## src/rrpw_pkg.sv

```systemverilog
`timescale 1ns / 1ps

package rrpw_pkg;

    // Field and register widths.
    localparam int COORD_IN_W  = 13;
    localparam int PANEL_W     = 11;
    localparam int COORD_W     = 16;
    localparam int WIN_W       = 10;
    localparam int BYTE_COL_W  = 7;
    localparam int BPR_W       = 8;
    localparam int CFG_IDX_W   = 2;

    // Default cap on either panel side.
    localparam int MAX_PANEL_SIDE_DEF = 1024;

    // Register reset values.
    localparam logic [PANEL_W-1:0] PANEL_WIDTH_RST  = PANEL_W'(200);
    localparam logic [PANEL_W-1:0] PANEL_HEIGHT_RST = PANEL_W'(200);

    // Configuration register indexes.
    typedef enum logic [CFG_IDX_W-1:0] {
        REG_ROTATION     = 2'd0,
        REG_PANEL_WIDTH  = 2'd1,
        REG_PANEL_HEIGHT = 2'd2
    } cfg_index_t;

    // Quarter turns from logical to physical.
    typedef enum logic [1:0] {
        ROT_0   = 2'd0,
        ROT_90  = 2'd1,
        ROT_180 = 2'd2,
        ROT_270 = 2'd3
    } rot_t;

    // Logical edges of the rectangle, inclusive.
    typedef struct packed {
        logic signed [COORD_W-1:0] x0;
        logic signed [COORD_W-1:0] x1;
        logic signed [COORD_W-1:0] y0;
        logic signed [COORD_W-1:0] y1;
        logic                      bad;
    } edges_t;

    // Physical bounding box, before or after clipping.
    typedef struct packed {
        logic signed [COORD_W-1:0] xs;
        logic signed [COORD_W-1:0] xe;
        logic signed [COORD_W-1:0] ys;
        logic signed [COORD_W-1:0] ye;
        logic                      empty;
    } box_t;

endpackage

```

## src/rotated_rect_to_panel_window.sv

```systemverilog
`timescale 1ns / 1ps

// Rotated rectangle to panel update window.
// The input channel (s_valid/s_ready) carries one logical rectangle per word:
// its left and top corner and its width and height, all two's complement.
// The result channel (m_valid/m_ready) carries one window word per rectangle:
// an empty flag, the byte-aligned column range, the row range, the byte
// columns and the bytes per row. When the flag is set every other field is 0.
// The block is a four-stage pipeline: edges, rotation, clipping, alignment.
// m_valid rises once an accepted rectangle has been registered in turn by the
// edge, rotation, clipping and output registers. One rectangle can
// be accepted every cycle, limited only by the receiver.
// When the receiver holds m_ready low the stages fill up behind the output
// register; empty stages still take new words, and nothing is dropped or
// repeated. Configuration (rotation, panel width, panel height) is written
// through cfg_wr_en/cfg_index/cfg_data and must only change while the
// pipeline is empty. Reset empties the pipeline and loads rotation 0 and a
// 200 by 200 panel.
module rotated_rect_to_panel_window #(
    parameter int MAX_PANEL_SIDE = rrpw_pkg::MAX_PANEL_SIDE_DEF
) (
    input  logic                                        aclk,
    input  logic                                        aresetn,

    input  logic                                        cfg_wr_en,
    input  logic [rrpw_pkg::CFG_IDX_W-1:0]              cfg_index,
    input  logic [rrpw_pkg::PANEL_W-1:0]                cfg_data,

    input  logic                                        s_valid,
    output logic                                        s_ready,
    input  logic signed [rrpw_pkg::COORD_IN_W-1:0]      s_rect_x,
    input  logic signed [rrpw_pkg::COORD_IN_W-1:0]      s_rect_y,
    input  logic signed [rrpw_pkg::COORD_IN_W-1:0]      s_rect_width,
    input  logic signed [rrpw_pkg::COORD_IN_W-1:0]      s_rect_height,

    output logic                                        m_valid,
    input  logic                                        m_ready,
    output logic                                        m_empty_res,
    output logic [rrpw_pkg::WIN_W-1:0]                  m_window_x_start,
    output logic [rrpw_pkg::WIN_W-1:0]                  m_window_x_end,
    output logic [rrpw_pkg::WIN_W-1:0]                  m_window_y_start,
    output logic [rrpw_pkg::WIN_W-1:0]                  m_window_y_end,
    output logic [rrpw_pkg::BYTE_COL_W-1:0]             m_byte_col_start,
    output logic [rrpw_pkg::BYTE_COL_W-1:0]             m_byte_col_end,
    output logic [rrpw_pkg::BPR_W-1:0]                  m_bytes_per_row
);

    import rrpw_pkg::*;

    // Width wide enough for both the panel registers and the cap.
    localparam int CAP_W = $clog2(MAX_PANEL_SIDE + 1);
    localparam int CMP_W = (CAP_W > PANEL_W) ? CAP_W : PANEL_W;
    localparam logic [CMP_W-1:0] MAX_SIDE = CMP_W'(MAX_PANEL_SIDE);

    // Configuration registers.
    rot_t               rotation_reg;
    logic [PANEL_W-1:0] panel_width_reg;
    logic [PANEL_W-1:0] panel_height_reg;

    // Effective panel size.
    logic [CMP_W-1:0]          pw_wide;
    logic [CMP_W-1:0]          ph_wide;
    logic [CMP_W-1:0]          pw_cap;
    logic [CMP_W-1:0]          ph_cap;
    logic signed [COORD_W-1:0] pw_s;
    logic signed [COORD_W-1:0] ph_s;
    logic signed [COORD_W-1:0] pw_m1;
    logic signed [COORD_W-1:0] ph_m1;

    // Pipeline stages.
    logic   v1_reg, v2_reg, v3_reg, v4_reg;
    logic   rdy1, rdy2, rdy3, rdy4;
    edges_t s1_reg, s1_next;
    box_t   s2_reg, s2_next;
    box_t   s3_reg, s3_next;

    // Output register.
    logic                    empty_reg,     empty_next;
    logic [WIN_W-1:0]        x_start_reg,   x_start_next;
    logic [WIN_W-1:0]        x_end_reg,     x_end_next;
    logic [WIN_W-1:0]        y_start_reg,   y_start_next;
    logic [WIN_W-1:0]        y_end_reg,     y_end_next;
    logic [BYTE_COL_W-1:0]   bcol_start_reg, bcol_start_next;
    logic [BYTE_COL_W-1:0]   bcol_end_reg,  bcol_end_next;
    logic [BPR_W-1:0]        bpr_reg,       bpr_next;

    // Configuration writes; an index beyond the list is ignored.
    always_ff @(posedge aclk) begin
        if (!aresetn) begin
            rotation_reg     <= ROT_0;
            panel_width_reg  <= PANEL_WIDTH_RST;
            panel_height_reg <= PANEL_HEIGHT_RST;
        end else if (cfg_wr_en) begin
            unique case (cfg_index)
                REG_ROTATION:     rotation_reg     <= rot_t'(cfg_data[1:0]);
                REG_PANEL_WIDTH:  panel_width_reg  <= cfg_data;
                REG_PANEL_HEIGHT: panel_height_reg <= cfg_data;
                default: begin
                end
            endcase
        end
    end

    // Cap both sides and round the width down to whole bytes.
    always_comb begin
        pw_wide = CMP_W'(panel_width_reg);
        ph_wide = CMP_W'(panel_height_reg);
        pw_cap  = (pw_wide > MAX_SIDE) ? MAX_SIDE : pw_wide;
        ph_cap  = (ph_wide > MAX_SIDE) ? MAX_SIDE : ph_wide;
        pw_s    = signed'(COORD_W'(pw_cap & ~CMP_W'(7)));
        ph_s    = signed'(COORD_W'(ph_cap));
        pw_m1   = pw_s - COORD_W'(1);
        ph_m1   = ph_s - COORD_W'(1);
    end

    // Handshake: a stage takes a new word when it is empty or moves on.
    assign rdy4    = !v4_reg || m_ready;
    assign rdy3    = !v3_reg || rdy4;
    assign rdy2    = !v2_reg || rdy3;
    assign rdy1    = !v1_reg || rdy2;
    assign s_ready = rdy1;

    always_ff @(posedge aclk) begin
        if (!aresetn) begin
            v1_reg <= 1'b0;
            v2_reg <= 1'b0;
            v3_reg <= 1'b0;
            v4_reg <= 1'b0;
        end else begin
            if (rdy1) begin
                v1_reg <= s_valid;
            end
            if (rdy2) begin
                v2_reg <= v1_reg;
            end
            if (rdy3) begin
                v3_reg <= v2_reg;
            end
            if (rdy4) begin
                v4_reg <= v3_reg;
            end
        end
    end

    // Stage 1: inclusive logical edges and the degenerate cases.
    always_comb begin
        s1_next.x0  = COORD_W'(s_rect_x);
        s1_next.y0  = COORD_W'(s_rect_y);
        s1_next.x1  = COORD_W'(s_rect_x) + COORD_W'(s_rect_width) - COORD_W'(1);
        s1_next.y1  = COORD_W'(s_rect_y) + COORD_W'(s_rect_height) - COORD_W'(1);
        s1_next.bad = (s_rect_width <= 0) || (s_rect_height <= 0)
                      || (pw_s == '0) || (ph_s == '0);
    end

    // Stage 2: rotate. Each turn maps the edge ranges onto the bounding box.
    always_comb begin
        s2_next.empty = s1_reg.bad;
        unique case (rotation_reg)
            ROT_0: begin
                s2_next.xs = s1_reg.x0;
                s2_next.xe = s1_reg.x1;
                s2_next.ys = s1_reg.y0;
                s2_next.ye = s1_reg.y1;
            end
            ROT_90: begin
                s2_next.xs = s1_reg.y0;
                s2_next.xe = s1_reg.y1;
                s2_next.ys = ph_m1 - s1_reg.x1;
                s2_next.ye = ph_m1 - s1_reg.x0;
            end
            ROT_180: begin
                s2_next.xs = pw_m1 - s1_reg.x1;
                s2_next.xe = pw_m1 - s1_reg.x0;
                s2_next.ys = ph_m1 - s1_reg.y1;
                s2_next.ye = ph_m1 - s1_reg.y0;
            end
            ROT_270: begin
                s2_next.xs = pw_m1 - s1_reg.y1;
                s2_next.xe = pw_m1 - s1_reg.y0;
                s2_next.ys = s1_reg.x0;
                s2_next.ye = s1_reg.x1;
            end
            default: begin
                s2_next.xs = s1_reg.x0;
                s2_next.xe = s1_reg.x1;
                s2_next.ys = s1_reg.y0;
                s2_next.ye = s1_reg.y1;
            end
        endcase
    end

    // Stage 3: clip to the panel and detect a box wholly off it.
    always_comb begin
        s3_next.xs    = (s2_reg.xs < 0) ? '0 : s2_reg.xs;
        s3_next.ys    = (s2_reg.ys < 0) ? '0 : s2_reg.ys;
        s3_next.xe    = (s2_reg.xe > pw_m1) ? pw_m1 : s2_reg.xe;
        s3_next.ye    = (s2_reg.ye > ph_m1) ? ph_m1 : s2_reg.ye;
        s3_next.empty = s2_reg.empty || (s3_next.xs > s3_next.xe)
                        || (s3_next.ys > s3_next.ye);
    end

    // Stage 4: widen the columns to whole bytes and form the outputs.
    always_comb begin
        logic signed [COORD_W-1:0] xs_al;
        logic signed [COORD_W-1:0] xe_or;
        logic signed [COORD_W-1:0] xe_al;
        logic signed [COORD_W-1:0] bs;
        logic signed [COORD_W-1:0] be;
        logic signed [COORD_W-1:0] cnt;
        xs_al = s3_reg.xs & ~COORD_W'(7);
        xe_or = s3_reg.xe | COORD_W'(7);
        xe_al = (xe_or > pw_m1) ? pw_m1 : xe_or;
        bs    = xs_al >>> 3;
        be    = xe_al >>> 3;
        cnt   = be - bs + COORD_W'(1);
        if (s3_reg.empty) begin
            empty_next      = 1'b1;
            x_start_next    = '0;
            x_end_next      = '0;
            y_start_next    = '0;
            y_end_next      = '0;
            bcol_start_next = '0;
            bcol_end_next   = '0;
            bpr_next        = '0;
        end else begin
            empty_next      = 1'b0;
            x_start_next    = xs_al[WIN_W-1:0];
            x_end_next      = xe_al[WIN_W-1:0];
            y_start_next    = s3_reg.ys[WIN_W-1:0];
            y_end_next      = s3_reg.ye[WIN_W-1:0];
            bcol_start_next = bs[BYTE_COL_W-1:0];
            bcol_end_next   = be[BYTE_COL_W-1:0];
            bpr_next        = cnt[BPR_W-1:0];
        end
    end

    // Stage payload registers move with their valid bits.
    always_ff @(posedge aclk) begin
        if (rdy1) begin
            s1_reg <= s1_next;
        end
        if (rdy2) begin
            s2_reg <= s2_next;
        end
        if (rdy3) begin
            s3_reg <= s3_next;
        end
        if (rdy4) begin
            empty_reg      <= empty_next;
            x_start_reg    <= x_start_next;
            x_end_reg      <= x_end_next;
            y_start_reg    <= y_start_next;
            y_end_reg      <= y_end_next;
            bcol_start_reg <= bcol_start_next;
            bcol_end_reg   <= bcol_end_next;
            bpr_reg        <= bpr_next;
        end
    end

    // Result channel.
    assign m_valid          = v4_reg;
    assign m_empty_res      = empty_reg;
    assign m_window_x_start = x_start_reg;
    assign m_window_x_end   = x_end_reg;
    assign m_window_y_start = y_start_reg;
    assign m_window_y_end   = y_end_reg;
    assign m_byte_col_start = bcol_start_reg;
    assign m_byte_col_end   = bcol_end_reg;
    assign m_bytes_per_row  = bpr_reg;

endmodule

```

## config.mk

```make
export PLATFORM = sky130hd
export DESIGN_NAME = rotated_rect_to_panel_window
export DESIGN_NICKNAME = d
export VERILOG_FILES = /design/src/rrpw_pkg.sv /design/src/rotated_rect_to_panel_window.sv
export SDC_FILE = /design/constraint.sdc
export NUM_CORES = 1
export LEC_CHECK = 0
export BUFFER_PORTS_ARGS = -buffer_cell sky130_fd_sc_hd__buf_2
export CELL_PAD_IN_SITES_DETAIL_PLACEMENT = 1
export CELL_PAD_IN_SITES_GLOBAL_PLACEMENT = 2
export CORE_UTILIZATION = 35
export DETAILED_ROUTE_END_ITERATION = 6
export PLACE_DENSITY = 0.76
export SLEW_MARGIN = 20
export SYNTH_ARGS = -nofsm -noshare
export SYNTH_HDL_FRONTEND = slang
export SYNTH_SLANG_ARGS = --single-unit
```

## constraint.sdc

```tcl
create_clock -name aclk -period 5.6 [get_ports aclk]
set_clock_uncertainty 0.05 [all_clocks]
set_input_delay 0.84 -clock aclk [delete_from_list [all_inputs] [get_ports aclk]]
set_output_delay 0.84 -clock aclk [all_outputs]
set_load 0.03 [all_outputs]
```

# ---- Word-level counts from Yosys, hierarchy flattened
# Index checks and enable logic that the tools add are counted.
dict set report word_totals {
  reg_bits 256
  memories 0
  output_inout_bits 65
  latch_bits 0
  in_bits 70
  ram_bits 0
  rom_bits 0
}
dict set report classes {
  shifts 0
  order_cmp 11
  n_div 0
  n_mux 9
  multipliers 0
  n_eq_ne 5
  reduce_logical 20
  addsub 16
  bitwise 0
}
# cell n
set op_table {}
lappend op_table {{64-bit case mux with 4 select lines} 1}
lappend op_table {{16-bit 2-to-1 mux} 4}
lappend op_table {{12-bit by 16-bit subtractor with 16-bit output} 4}
lappend op_table {{12-bit by 13-bit subtractor with 14-bit output} 4}
lappend op_table {{16-bit by 12-bit > comparator with 1-bit output} 3}
lappend op_table {{11-bit 2-to-1 mux} 3}
lappend op_table {{16-bit > comparator} 2}
lappend op_table {{16-bit zero test} 2}
lappend op_table {{16-bit by 1-bit less-than comparator with 1-bit output (second input constant)} 2}
lappend op_table {{14-bit by 2-bit subtractor with 15-bit output (second input constant)} 2}
lappend op_table {{13-bit by 13-bit adder with 14-bit output} 2}
lappend op_table {{13-bit by 1-bit less-or-equal comparator with 1-bit output (second input constant)} 2}
lappend op_table {{11-bit by 1-bit subtractor with 12-bit output (second input constant)} 2}
lappend op_table {{11-bit > comparator (second input constant)} 2}
lappend op_table {{1-bit logical OR} 9}
lappend op_table {{8-bit by 2-bit adder with 8-bit output (second input constant)} 1}
lappend op_table {{8-bit subtractor} 1}
lappend op_table {{2-bit == test (second input constant)} 3}
lappend op_table {{2-bit AND reduction} 3}
lappend op_table {{2-bit by 1-bit == test with 1-bit output (second input constant)} 2}
lappend op_table {{1-bit zero test} 4}
lappend op_table {{2-bit zero test} 2}
lappend op_table {{1-bit 2-to-1 mux} 1}

# ---- Logic depth before layout (Yosys ltp)
# Gate-level depths: netlist of the first run.
dict set report depth {
  ltp_word 8
  ltp_mapped 26
  depth_no_buf 25
}

# ---- Least setup slack after synthesis of the first run
# OpenSTA, ideal clock, no wires.
dict set report synth_timing {
  kind {register to register}
  from {reg panel_width_reg[7]}
  to {reg bpr_reg[7] (netlist: m_bytes_per_row[7]), data pin}
  path_buffers 0
  setup_time_ns 0.269
  slack_ns 0.351
  required_ns 5.281
  synth_period_minus_slack_ns 5.249
  path_stages_with_launch 22
  arrival_time_ns 4.929
  path_cell_list {dfxtp_1 > or3_1 > o31ai_1 > a21boi_0 > xnor2_1 > inv_1 > ha_1 > a211oi_1 > o21ai_0 > o211ai_1 > nand4_1 > nand2_1 > mux2_2 > ha_1 > ha_1 > nor2b_1 > o21ai_0 > a21boi_0 > or4_1 > and3_1 > a21oi_1 > nor3b_1}
}
dict set report synth_between {
  elab_chain_cells 7
}
# element line_no
set synth_lines {}
lappend synth_lines {{start, declared} rotated_rect_to_panel_window.sv:57} ;# logic [PANEL_W-1:0] panel_width_reg;
lappend synth_lines {{start signal, assigned} rotated_rect_to_panel_window.sv:96} ;# REG_PANEL_WIDTH: panel_width_reg <= cfg_data;
lappend synth_lines {{11-bit > comparator} rotated_rect_to_panel_window.sv:108} ;# pw_cap = (pw_wide > MAX_SIDE) ? MAX_SIDE : pw_wide;
lappend synth_lines {{11-bit 2-to-1 mux *} rotated_rect_to_panel_window.sv:108}
lappend synth_lines {{11-bit by 1-bit subtractor with 12-bit output *} rotated_rect_to_panel_window.sv:112} ;# pw_m1 = pw_s - COORD_W'(1);
lappend synth_lines {{16-bit by 12-bit > comparator with 1-bit output} rotated_rect_to_panel_window.sv:212} ;# xe_al = (xe_or > pw_m1) ? pw_m1 : xe_or;
lappend synth_lines {{11-bit 2-to-1 mux *} rotated_rect_to_panel_window.sv:212}
lappend synth_lines {{8-bit subtractor *} rotated_rect_to_panel_window.sv:215} ;# cnt = be - bs + COORD_W'(1);
lappend synth_lines {{8-bit by 2-bit adder with 8-bit output *} rotated_rect_to_panel_window.sv:215}
lappend synth_lines {{end signal, assigned} rotated_rect_to_panel_window.sv:256} ;# bpr_reg <= bpr_next;
lappend synth_lines {{end, declared} rotated_rect_to_panel_window.sv:85} ;# logic [BPR_W-1:0] bpr_reg, bpr_next;
# Mark *: on every way between the ends. The rest lies on a longest branch, timed or not.
# A chain may end at the register's enable or synchronous reset.

==> results.yml, run 1 <==
outcome:
  status: "complete, no violations"
synthesis:
  syn_inst: 1760
  avgSynthCellArea_um2: 9.80
  yosys_warnings: 0
  synth_top_area_cell: "edfxtp_1"
  synth_area_mm2: 0.0172
  yosys_most_used_dff: "edfxtp_1"
  ys_top_cells_by_count: "ha_1, edfxtp_1, inv_1, nand2_1, nor2_1"
  async_reset_ff_share_pct: 0
  ys_seq_elements: 233
  yosysTopAreaCellShare_pct: 35.7
  synth_edf_count: 205
  yosysSeqAreaShare_pct: 39.0
  ys_types: 80
  synth_top_cells_by_area: "edfxtp_1, ha_1, inv_1"
  yosysMostFrequentCell: "ha_1"
flow_run:
  drv_cap: 0
die:
  core-area_mm2: 0.0481
  die_x_um: 224
  dieArea_mm2: 0.0501
  die_y_um: 224
  ios: 135
  rows: 80
  start_util_pct: 35.8
sta:
  worst_pin_slew_ps: 988
  drv_slew: 0
  fin_crit_ps: 5260
  setup_violations: 0
  max_freq_ghz: 0.190
  hold_viol: 0
  fin_crit_sh_pct: 93.9
  relSlewSlack_pct: 34.1
  fin_tns_setup_ps: 0
global_routing:
  grtUsageMet3_pct: 2.45
  met2_usage_pct: 36.3
  antenna_found_initial: 3
  met1_usage_pct: 25.3
  grt_pass1_vias: 14200
  grt.overflow.total: 0
  grt_usage_pct: 20.4
  busiest_layer: "met2"
  grt_start_max_net_pins: 86
  grt_pass1_wl_mm: 78.8
route:
  wl_mm: 51.3
  remaining_drc_errors: 0
  postRouteAntennaNets: 0
  avgRoutedWirePerCell_um: 19.8
  vias_per_cell: 5.25
  drt_iter0_drc: 635
  drt_pass1_iterations: 5
  vias: 13600
clock_tree:
  path_clk_slew_ps: 60
  clockBufferDepth: 3
  cts-root-buf: "clkbuf_16"
  ctsHtreeMaxLevel: 1
  clock_insertion_delay_worst_skew_ps: 570
  cts_hold_buffers: 0
  cts_tree: "built"
  cts-buffers-inserted: 29
  clock-sinks: 233
finish:
  largest_reg_flops: 63
  final_layout_size_suffix_gt1_share_pct: 15.0
  post-route-util_pct: 41.2
  syn2layout_area_growth_pct: 15.2
  postLayoutCellArea_mm2: 0.0199
  fillerInstances: 5397
  finalNetCount: 2198
  multi_input_area_mm2: 0.00953
  final-seq-area_mm2: 0.00672
worst_setup_path:
  worstRegToRegCells: 25
  r2r-end: "s3_reg[0]"
  cp.arrival_ps: 5510
  r2r-start: "panel_height_reg[2]"
  start_kind: "register"
  cp_max_fo: 9
  worstSetupEndpointType: "register"
  crit_required_ps: 5850
  crit_type: "register to register"
  ff2ff_setup_slack_ps: 340
min_path:
  whs_path_depth: 0
  worstHoldEndpoint: "s2_reg[0]"
  hp-start: "s1_reg[0]"
  hp-class: "register to register"
place:
  place_congestion: 0.903
  place_area_mm2: 0.0188
  dp_hpwl_mm: 42.1
  port_buffers: 131
pwr:
  ir_drop_mv: 0.209
  leakagePower_nw: 8.94
  power_density_mw_per_mm2: 356
metrics by stage:
| stage | hold slack (ps) | power, mW | cells | worst slack, ps |
|---|---|---|---|---|
| after floorplan | 350 | 4.29 | 1762 | 351 |
| after global placement | 361 | 5.07 | 2531 | 185 |
| after detailed placement | 369 | 5.16 | 2531 | 19.3 |
| after CTS | 381 | 7.07 | 2584 | 41.8 |
| after global routing | 407 | 7.53 | 2590 | -48.3 |
| final | 382 | 7.07 | 2591 | 339 |
layout make-up:
class | instances | share of cell area (%)
sequential | 233 | 33.9
inverter | 201 | 3.80
timing repair buffer | 187 | 5.42
clock inverter | 21 | 1.01
antenna | 1 | 0.0126
clock buffer | 32 | 3.76
tap | 656 | 4.13
multi-input combinational | 1260 | 48.0
power breakdown:
group          switching (mW)  leakage, nW  internal, mW
Clock                   0.761        0.458          1.10
Sequential              0.239         2.49          2.24
Combinational            1.52         6.00          1.21
layout by cell type, fill, tap and decap left out, types with 7 or more instances in the layout:
master / count
and3_1: 9
o21ai_0: 83
nand2_1: 124
xnor2_1: 52
a21oi_1: 90
a31oi_1: 14
clkinv_1: 7
edfxtp_1: 205
a21o_1: 24
nor4_1: 12
buf_2: 131
o211ai_1: 13
nand2b_1: 34
inv_1: 199
clkbuf_16: 29
and2_1: 9
mux2_2: 15
a21boi_0: 19
o21a_1: 38
buf_4: 56
nor3_1: 30
dfxtp_1: 26
a211oi_1: 18
nand3_1: 33
mux2i_1: 58
nor2b_1: 82
o31ai_1: 8
mux4_2: 13
nor3b_1: 7
xor2_1: 21
ha_1: 210
nand4_1: 12
nor2_1: 114
worst max-delay path by stage:
| stage | startpoint | to | slack (ps) |
|---|---|---|---|
| after floorplan | panel_width_reg[7] | m_bytes_per_row[7] | 350 |
| after global placement | panel_width_reg[7] | m_bytes_per_row[7] | 190 |
| after detailed placement | panel_width_reg[7] | m_bytes_per_row[7] | 20 |
| after CTS | panel_width_reg[7] | m_bytes_per_row[7] | 40 |
| after global routing | panel_width_reg[7] | m_bytes_per_row[7] | -50 |
| final | panel_height_reg[2] | s3_reg[0] | 340 |
worst max-delay path: stages (launching register included):
cell      delay (ps)
dfxtp_1          330
nor4_4           310
nand2b_1         150
nand2b_2         250
o41ai_4          350
buf_4            170
buf_4            120
nand2_1          170
inv_1            140
ha_1             260
o21a_1           130
o31ai_1           90
a211oi_1         140
o31ai_1          310
a41oi_2          180
buf_4            210
nor2b_1          170
a21oi_1           70
ha_1             300
nor2b_1          130
o21ai_0          140
a21oi_1          110
o31ai_2          220
a21oi_1          110
nor4bb_1         290
nand2_1           90
cells by family after synthesis:
logic type	count (synthesis)	synth area share, %
xor+xnor	73	3.71
other cells	1	0.0218
compound gates	376	14.3
fa+ha+maj	216	15.9
mux	86	6.05
simple gates	506	14.8
flops	233	39.0
buf+inv	269	6.28
layer usage:
| layer | share of wire, % | wire length (um) |
|---|---|---|
| met1 | 44 | 22500 |
| met2 | 49 | 25200 |
| met3 | 3.6 | 1840 |
| met4 | 3.4 | 1730 |
| met5 | 0.053 | 27 |
timing repair:
item	4_1_cts	5_1_grt
setup endpoints to repair	1	3
buffers inserted	0	6
gates resized for setup	1	17
pin swaps	0	7
Power figures use the tool's default switching activity.
==> run 2: changes to the inputs <==
- CORE_UTILIZATION: 35 -> 36
- PLACE_DENSITY: 0.76 -> 0.78
==> results.yml, run 2 (synthesis gave the netlist of run 1 again) <==
route:
  vias: 13500
  vias_per_cell: 5.32
  avgRoutedWirePerCell_um: 20.2
  wl_mm: 51.3
  remaining_drc_errors: 13
  postRouteAntennaNets: 0
  drt_iter0_drc: 610
  drt_pass1_iterations: 6
finish:
  final_layout_size_suffix_gt1_share_pct: 14.6
  final-seq-area_mm2: 0.00672
  finalNetCount: 2195
  post-route-util_pct: 42.2
  final_common_cell: "ha_1"
  syn2layout_area_growth_pct: 14.6
  final_cell_mix: "ha_1, edfxtp_1, inv_1"
  diodes: 0
  largest_reg_flops: 63
  multi_input_area_mm2: 0.00953
  fillerInstances: 5349
global_routing:
  grt_pass1_vias: 14400
  antenna_found_initial: 1
  grt.overflow.total: 0
  grt_start_max_net_pins: 74
  grt_pass1_wl_mm: 79.4
  grt_usage_pct: 20.8
clock_tree:
  cts-buffers-inserted: 29
  cts_tree: "built"
  cts-root-buf: "clkbuf_16"
  cts_hold_buffers: 0
  clock-sinks: 233
  ctsHtreeMaxLevel: 1
  clock_insertion_delay_worst_skew_ps: 580
  clockBufferDepth: 3
  path_clk_slew_ps: 60
worst_setup_path:
  crit_type: "register to register"
  crit_required_ps: 5870
  worstRegToRegCells: 21
  ff2ff_setup_slack_ps: 290
  start_kind: "register"
  r2r-start: "panel_width_reg[7]"
  r2r-end: "m_bytes_per_row[7]"
  cp_max_fo: 6
  worstSetupEndpointType: "register"
  cp.arrival_ps: 5580
min_path:
  hp-start: "s1_reg[0]"
  worstHoldEndpoint: "s2_reg[0]"
  hp-class: "register to register"
  whs_path_depth: 0
outcome:
  status: "complete, but fails checks"
  violations: "design-rule violations"
die:
  die_y_um: 221
  dieArea_mm2: 0.0488
  die_x_um: 221
  rows: 79
  ios: 135
  core-area_mm2: 0.0469
  start_util_pct: 36.8
sta:
  fin_crit_sh_pct: 94.8
  holdWs_ps: 384
  fin_tns_setup_ps: 0
  worst_pin_slew_ps: 1000
  max_freq_ghz: 0.188
  relSlewSlack_pct: 32.9
  drv_slew: 0
  rsz0062_at_grt: "yes"
  fin_crit_ps: 5310
  setup_violations: 0
  hold_viol: 0
flow_run:
  drv_cap: 0
pwr:
  ir_drop_mv: 0.251
  power_density_mw_per_mm2: 354
  leakagePower_nw: 8.92
place:
  place_congestion: 0.869
  port_buffers: 131
  dp_hpwl_mm: 42.2
-- run 2: cell count changes in the layout (fill, tap and decap cells not counted), sizes merged --
cell,previous run,this run
bufinv,3,1
clkinvlp,3,2
inv,203,202
clkbuf,32,44
buf,187,184
diode,1,0
clkinv,13,6
-- run 2: layer usage --
layer / part of all wire [%] / GRT usage [%] / vias up
li1: - / - / 6591
met1: 45 / 25.8 / 6657
met2: 50 / 38.0 / 201
met3: 2.6 / 2.11 / 66
met4: 3.0 / 6.25 / 2
met5: 0.023 / 0 / -
-- run 2: worst max-delay path, cell delays in order, from the launching register on --
cell	delay [ps]
dfxtp_1	300
or3_1	440
o31ai_4	290
a21boi_0	140
xnor2_1	210
inv_1	120
ha_1	310
a211oi_1	230
o21ai_0	130
o211ai_1	110
nand4_1	210
nand2_4	180
mux2_2	370
ha_1	280
ha_1	330
nor2b_2	170
o21ai_1	170
a21boi_1	120
or4_1	470
and3_1	190
a21oi_1	140
nor3b_1	70
-- run 2: stage by stage --
stage / cell area [um^2] / worst slack (ps) / total power, mW / cells
final: 19700 / 289 / 6.98 / 2539
after global routing: 19700 / -20.2 / 7.43 / 2539
after CTS: 19600 / 51.7 / 6.99 / 2534
after detailed placement: 18700 / 28.1 / 5.13 / 2480
after global placement: 18700 / 160 / 5.03 / 2480
after floorplan: 17200 / 351 / 4.29 / 1762
-- run 2: area by class of cell --
type / instances / area share (%)
Inverter: 201 / 3.82
Tap cell: 607 / 3.85
Multi-Input combinational cell: 1260 / 48.3
Sequential cell: 233 / 34.0
Clock buffer: 44 / 4.17
Timing Repair Buffer: 184 / 5.35
Clock inverter: 10 / 0.488
-- run 2: what timing repair did --
item | CTS | global route
endpoints found under the hold margin | 0 | 0
setup endpoints to repair | 1 | 2
pin swaps | 0 | 6
gates resized for setup | 1 | 17
buffers inserted | 0 | 5
-- run 2: worst max-delay path by stage --
stage	start	endpoint	cells past startpoint
2_1_floorplan	panel_width_reg[7]	m_bytes_per_row[7]	21
3_3_place_gp	panel_width_reg[7]	m_bytes_per_row[7]	21
3_5_place_dp	panel_width_reg[7]	m_bytes_per_row[7]	21
4_1_cts	panel_width_reg[7]	m_bytes_per_row[7]	21
5_1_grt	panel_height_reg[2]	s3_reg[0]	25
6_report	panel_width_reg[7]	m_bytes_per_row[7]	21
-- run 2: power breakdown --
group | internal [mW] | switching, mW
registers | 2.24 | 0.243
logic | 1.19 | 1.49
clock network | 1.06 | 0.754
==> run 3: changes to the inputs <==
- RECOVER_POWER: unset -> 50
==> results.yml, run 3 (synthesis gave the netlist of run 1 again) <==
outcome:
  status: "complete, but fails checks"
  violations: "design-rule violations, max-capacitance violations, max-slew violations"
route:
  avgRoutedWirePerCell_um: 20.2
  postRouteAntennaNets: 0
  vias_per_cell: 5.33
  drt_pass1_iterations: 6
  wl_mm: 51.4
  drt_iter0_drc: 608
  vias: 13500
  remaining_drc_errors: 13
clock_tree:
  clock_insertion_delay_worst_skew_ps: 580
  cts-buffers-inserted: 29
  cts-root-buf: "clkbuf_16"
  ctsHtreeMaxLevel: 1
  path_clk_slew_ps: 60
  clockBufferDepth: 3
  cts_tree: "built"
  cts_hold_buffers: 0
  clock-sinks: 233
finish:
  diodes: 0
  postLayoutCellArea_mm2: 0.0197
  post-route-util_pct: 42.0
  final_common_cell: "ha_1"
  fillerInstances: 5361
  finalNetCount: 2195
  syn2layout_area_growth_pct: 14.3
  largest_reg_flops: 63
  final_cell_mix: "ha_1, edfxtp_1, inv_1"
  final_layout_size_suffix_gt1_share_pct: 12.9
die:
  die_y_um: 221
  ios: 135
  dieArea_mm2: 0.0488
  die_x_um: 221
  core-area_mm2: 0.0469
  start_util_pct: 36.8
  rows: 79
sta:
  rsz0062_at_grt: "yes"
  holdWs_ps: 384
  relSlewSlack_pct: -123
  setup_violations: 0
  hold_viol: 0
  fin_ws_ps: 289
  fin_crit_sh_pct: 94.8
  max_freq_ghz: 0.188
  drv_slew: 151
  fin_tns_setup_ps: 0
  worst_pin_slew_ps: 3350
  fin_crit_ps: 5310
global_routing:
  grt.overflow.total: 0
  grt_pass1_wl_mm: 79.4
  grtUsageMet3_pct: 2.11
  grt_usage_pct: 20.8
  antenna_found_initial: 1
  grt_pass1_vias: 14400
  met1_usage_pct: 25.8
  busiest_layer: "met2"
  met2_usage_pct: 38.0
  grt_start_max_net_pins: 74
pwr:
  p_seq_share_pct: 35.6
  swShare_pct: 35.6
  intPower_mw: 4.49
  power_density_mw_per_mm2: 354
  comb_power_share_pct: 38.4
  leakagePower_nw: 8.84
  p_clk_share_pct: 26.0
  ir_drop_mv: 0.251
  p_sw_mw: 2.49
flow_run:
  drv_cap: 3
worst_setup_path:
  max_stage_delay_ps: 470
  cp.arrival_ps: 5580
  worstSetupEndpointType: "register"
  cp_max_fo: 6
  start_kind: "register"
  cpMaxStageDelayCell: "or4_1"
  crit_type: "register to register"
  path_cells: "or3_1, o31ai_4, a21boi_0, xnor2_1, inv_1, ha_1, a211oi_1, o21ai_0, o211ai_1, nand4_1, nand2_4, mux2_2, ha_1, ha_1, nor2b_2, o21ai_1, a21boi_1, or4_1, and3_1, a21oi_1, nor3b_1"
  crit_top_cell: "ha_1"
  crit_required_ps: 5870
  ff2ff_setup_slack_ps: 290
min_path:
  hp-class: "register to register"
place:
  dp_hpwl_mm: 42.2
  place_congestion: 0.869
  port_buffers: 131
  place_ws_ps: 28.1
  place_area_mm2: 0.0187
[run 3: changes by cell type in the layout (fill, tap and decap cells not counted)]
cell	change
buf_2	-28
buf_4	-2
clkbuf_1	+30
clkinv_1	+1
inv_2	-1
nand2_1	+2
nand2_2	-2
[run 3: stage by stage]
step,instances,power (mW)
2_1_floorplan,1762,4.29
3_3_place_gp,2480,5.03
3_5_place_dp,2480,5.13
4_1_cts,2534,6.99
5_1_grt,2539,7.42
6_report,2539,6.98
[run 3: final cells by class]
type | count | area [um^2] | area share [%]
clock buffer | 44 | 823 | 4.18
clock inverter | 10 | 96.3 | 0.489
inverter | 201 | 754 | 3.83
multi-input combinational | 1260 | 9530 | 48.4
sequential | 233 | 6720 | 34.1
tap | 607 | 759 | 3.85
timing repair buffer | 184 | 1010 | 5.15
[run 3: what timing repair did]
| action | 4_1_cts | 5_1_grt |
|---|---|---|
| endpoints found under the setup margin | 1 | 2 |
| cloned | 0 | 0 |
| pin swaps | 0 | 6 |
| buffers inserted | 0 | 5 |
| resized for setup | 1 | 17 |
[run 3: power groups by stage]
stage | Clock [mW] | Sequential (mW) | Combinational [mW]
2_1_floorplan | 0 | 2.43 | 1.86
3_3_place_gp | 0 | 2.51 | 2.52
3_5_place_dp | 0 | 2.52 | 2.61
4_1_cts | 1.86 | 2.48 | 2.64
5_1_grt | 1.92 | 2.51 | 2.99
6_report | 1.82 | 2.48 | 2.68
[run 3: final timing paths]
check,endpoint,cells after the start,from
worst max register to register,m_bytes_per_row[7],21,panel_width_reg[7]
worst min-delay path,s2_reg[0],0,s1_reg[0]
worst max-delay path,m_bytes_per_row[7],21,panel_width_reg[7]
worst min register to register,s2_reg[0],0,s1_reg[0]
[run 3: worst max-delay path, delay by kind of cell, from the launching register on]
kind,cells,cell delay [ps]
flip-flops,1,300
adder cells (fa/ha/maj),3,920
buffers and inverters,1,120
AND/OR/NAND/NOR,7,1730
AO/OA/AOI/OAI,8,1330
multiplexers,1,370
XOR/XNOR,1,210
[run 3: per-layer routing]
layer,vias up,share of wire [%]
met5,-,0.023
met4,2,3.0
met3,66,2.8
met2,209,50
met1,6666,44
li1,6589,-
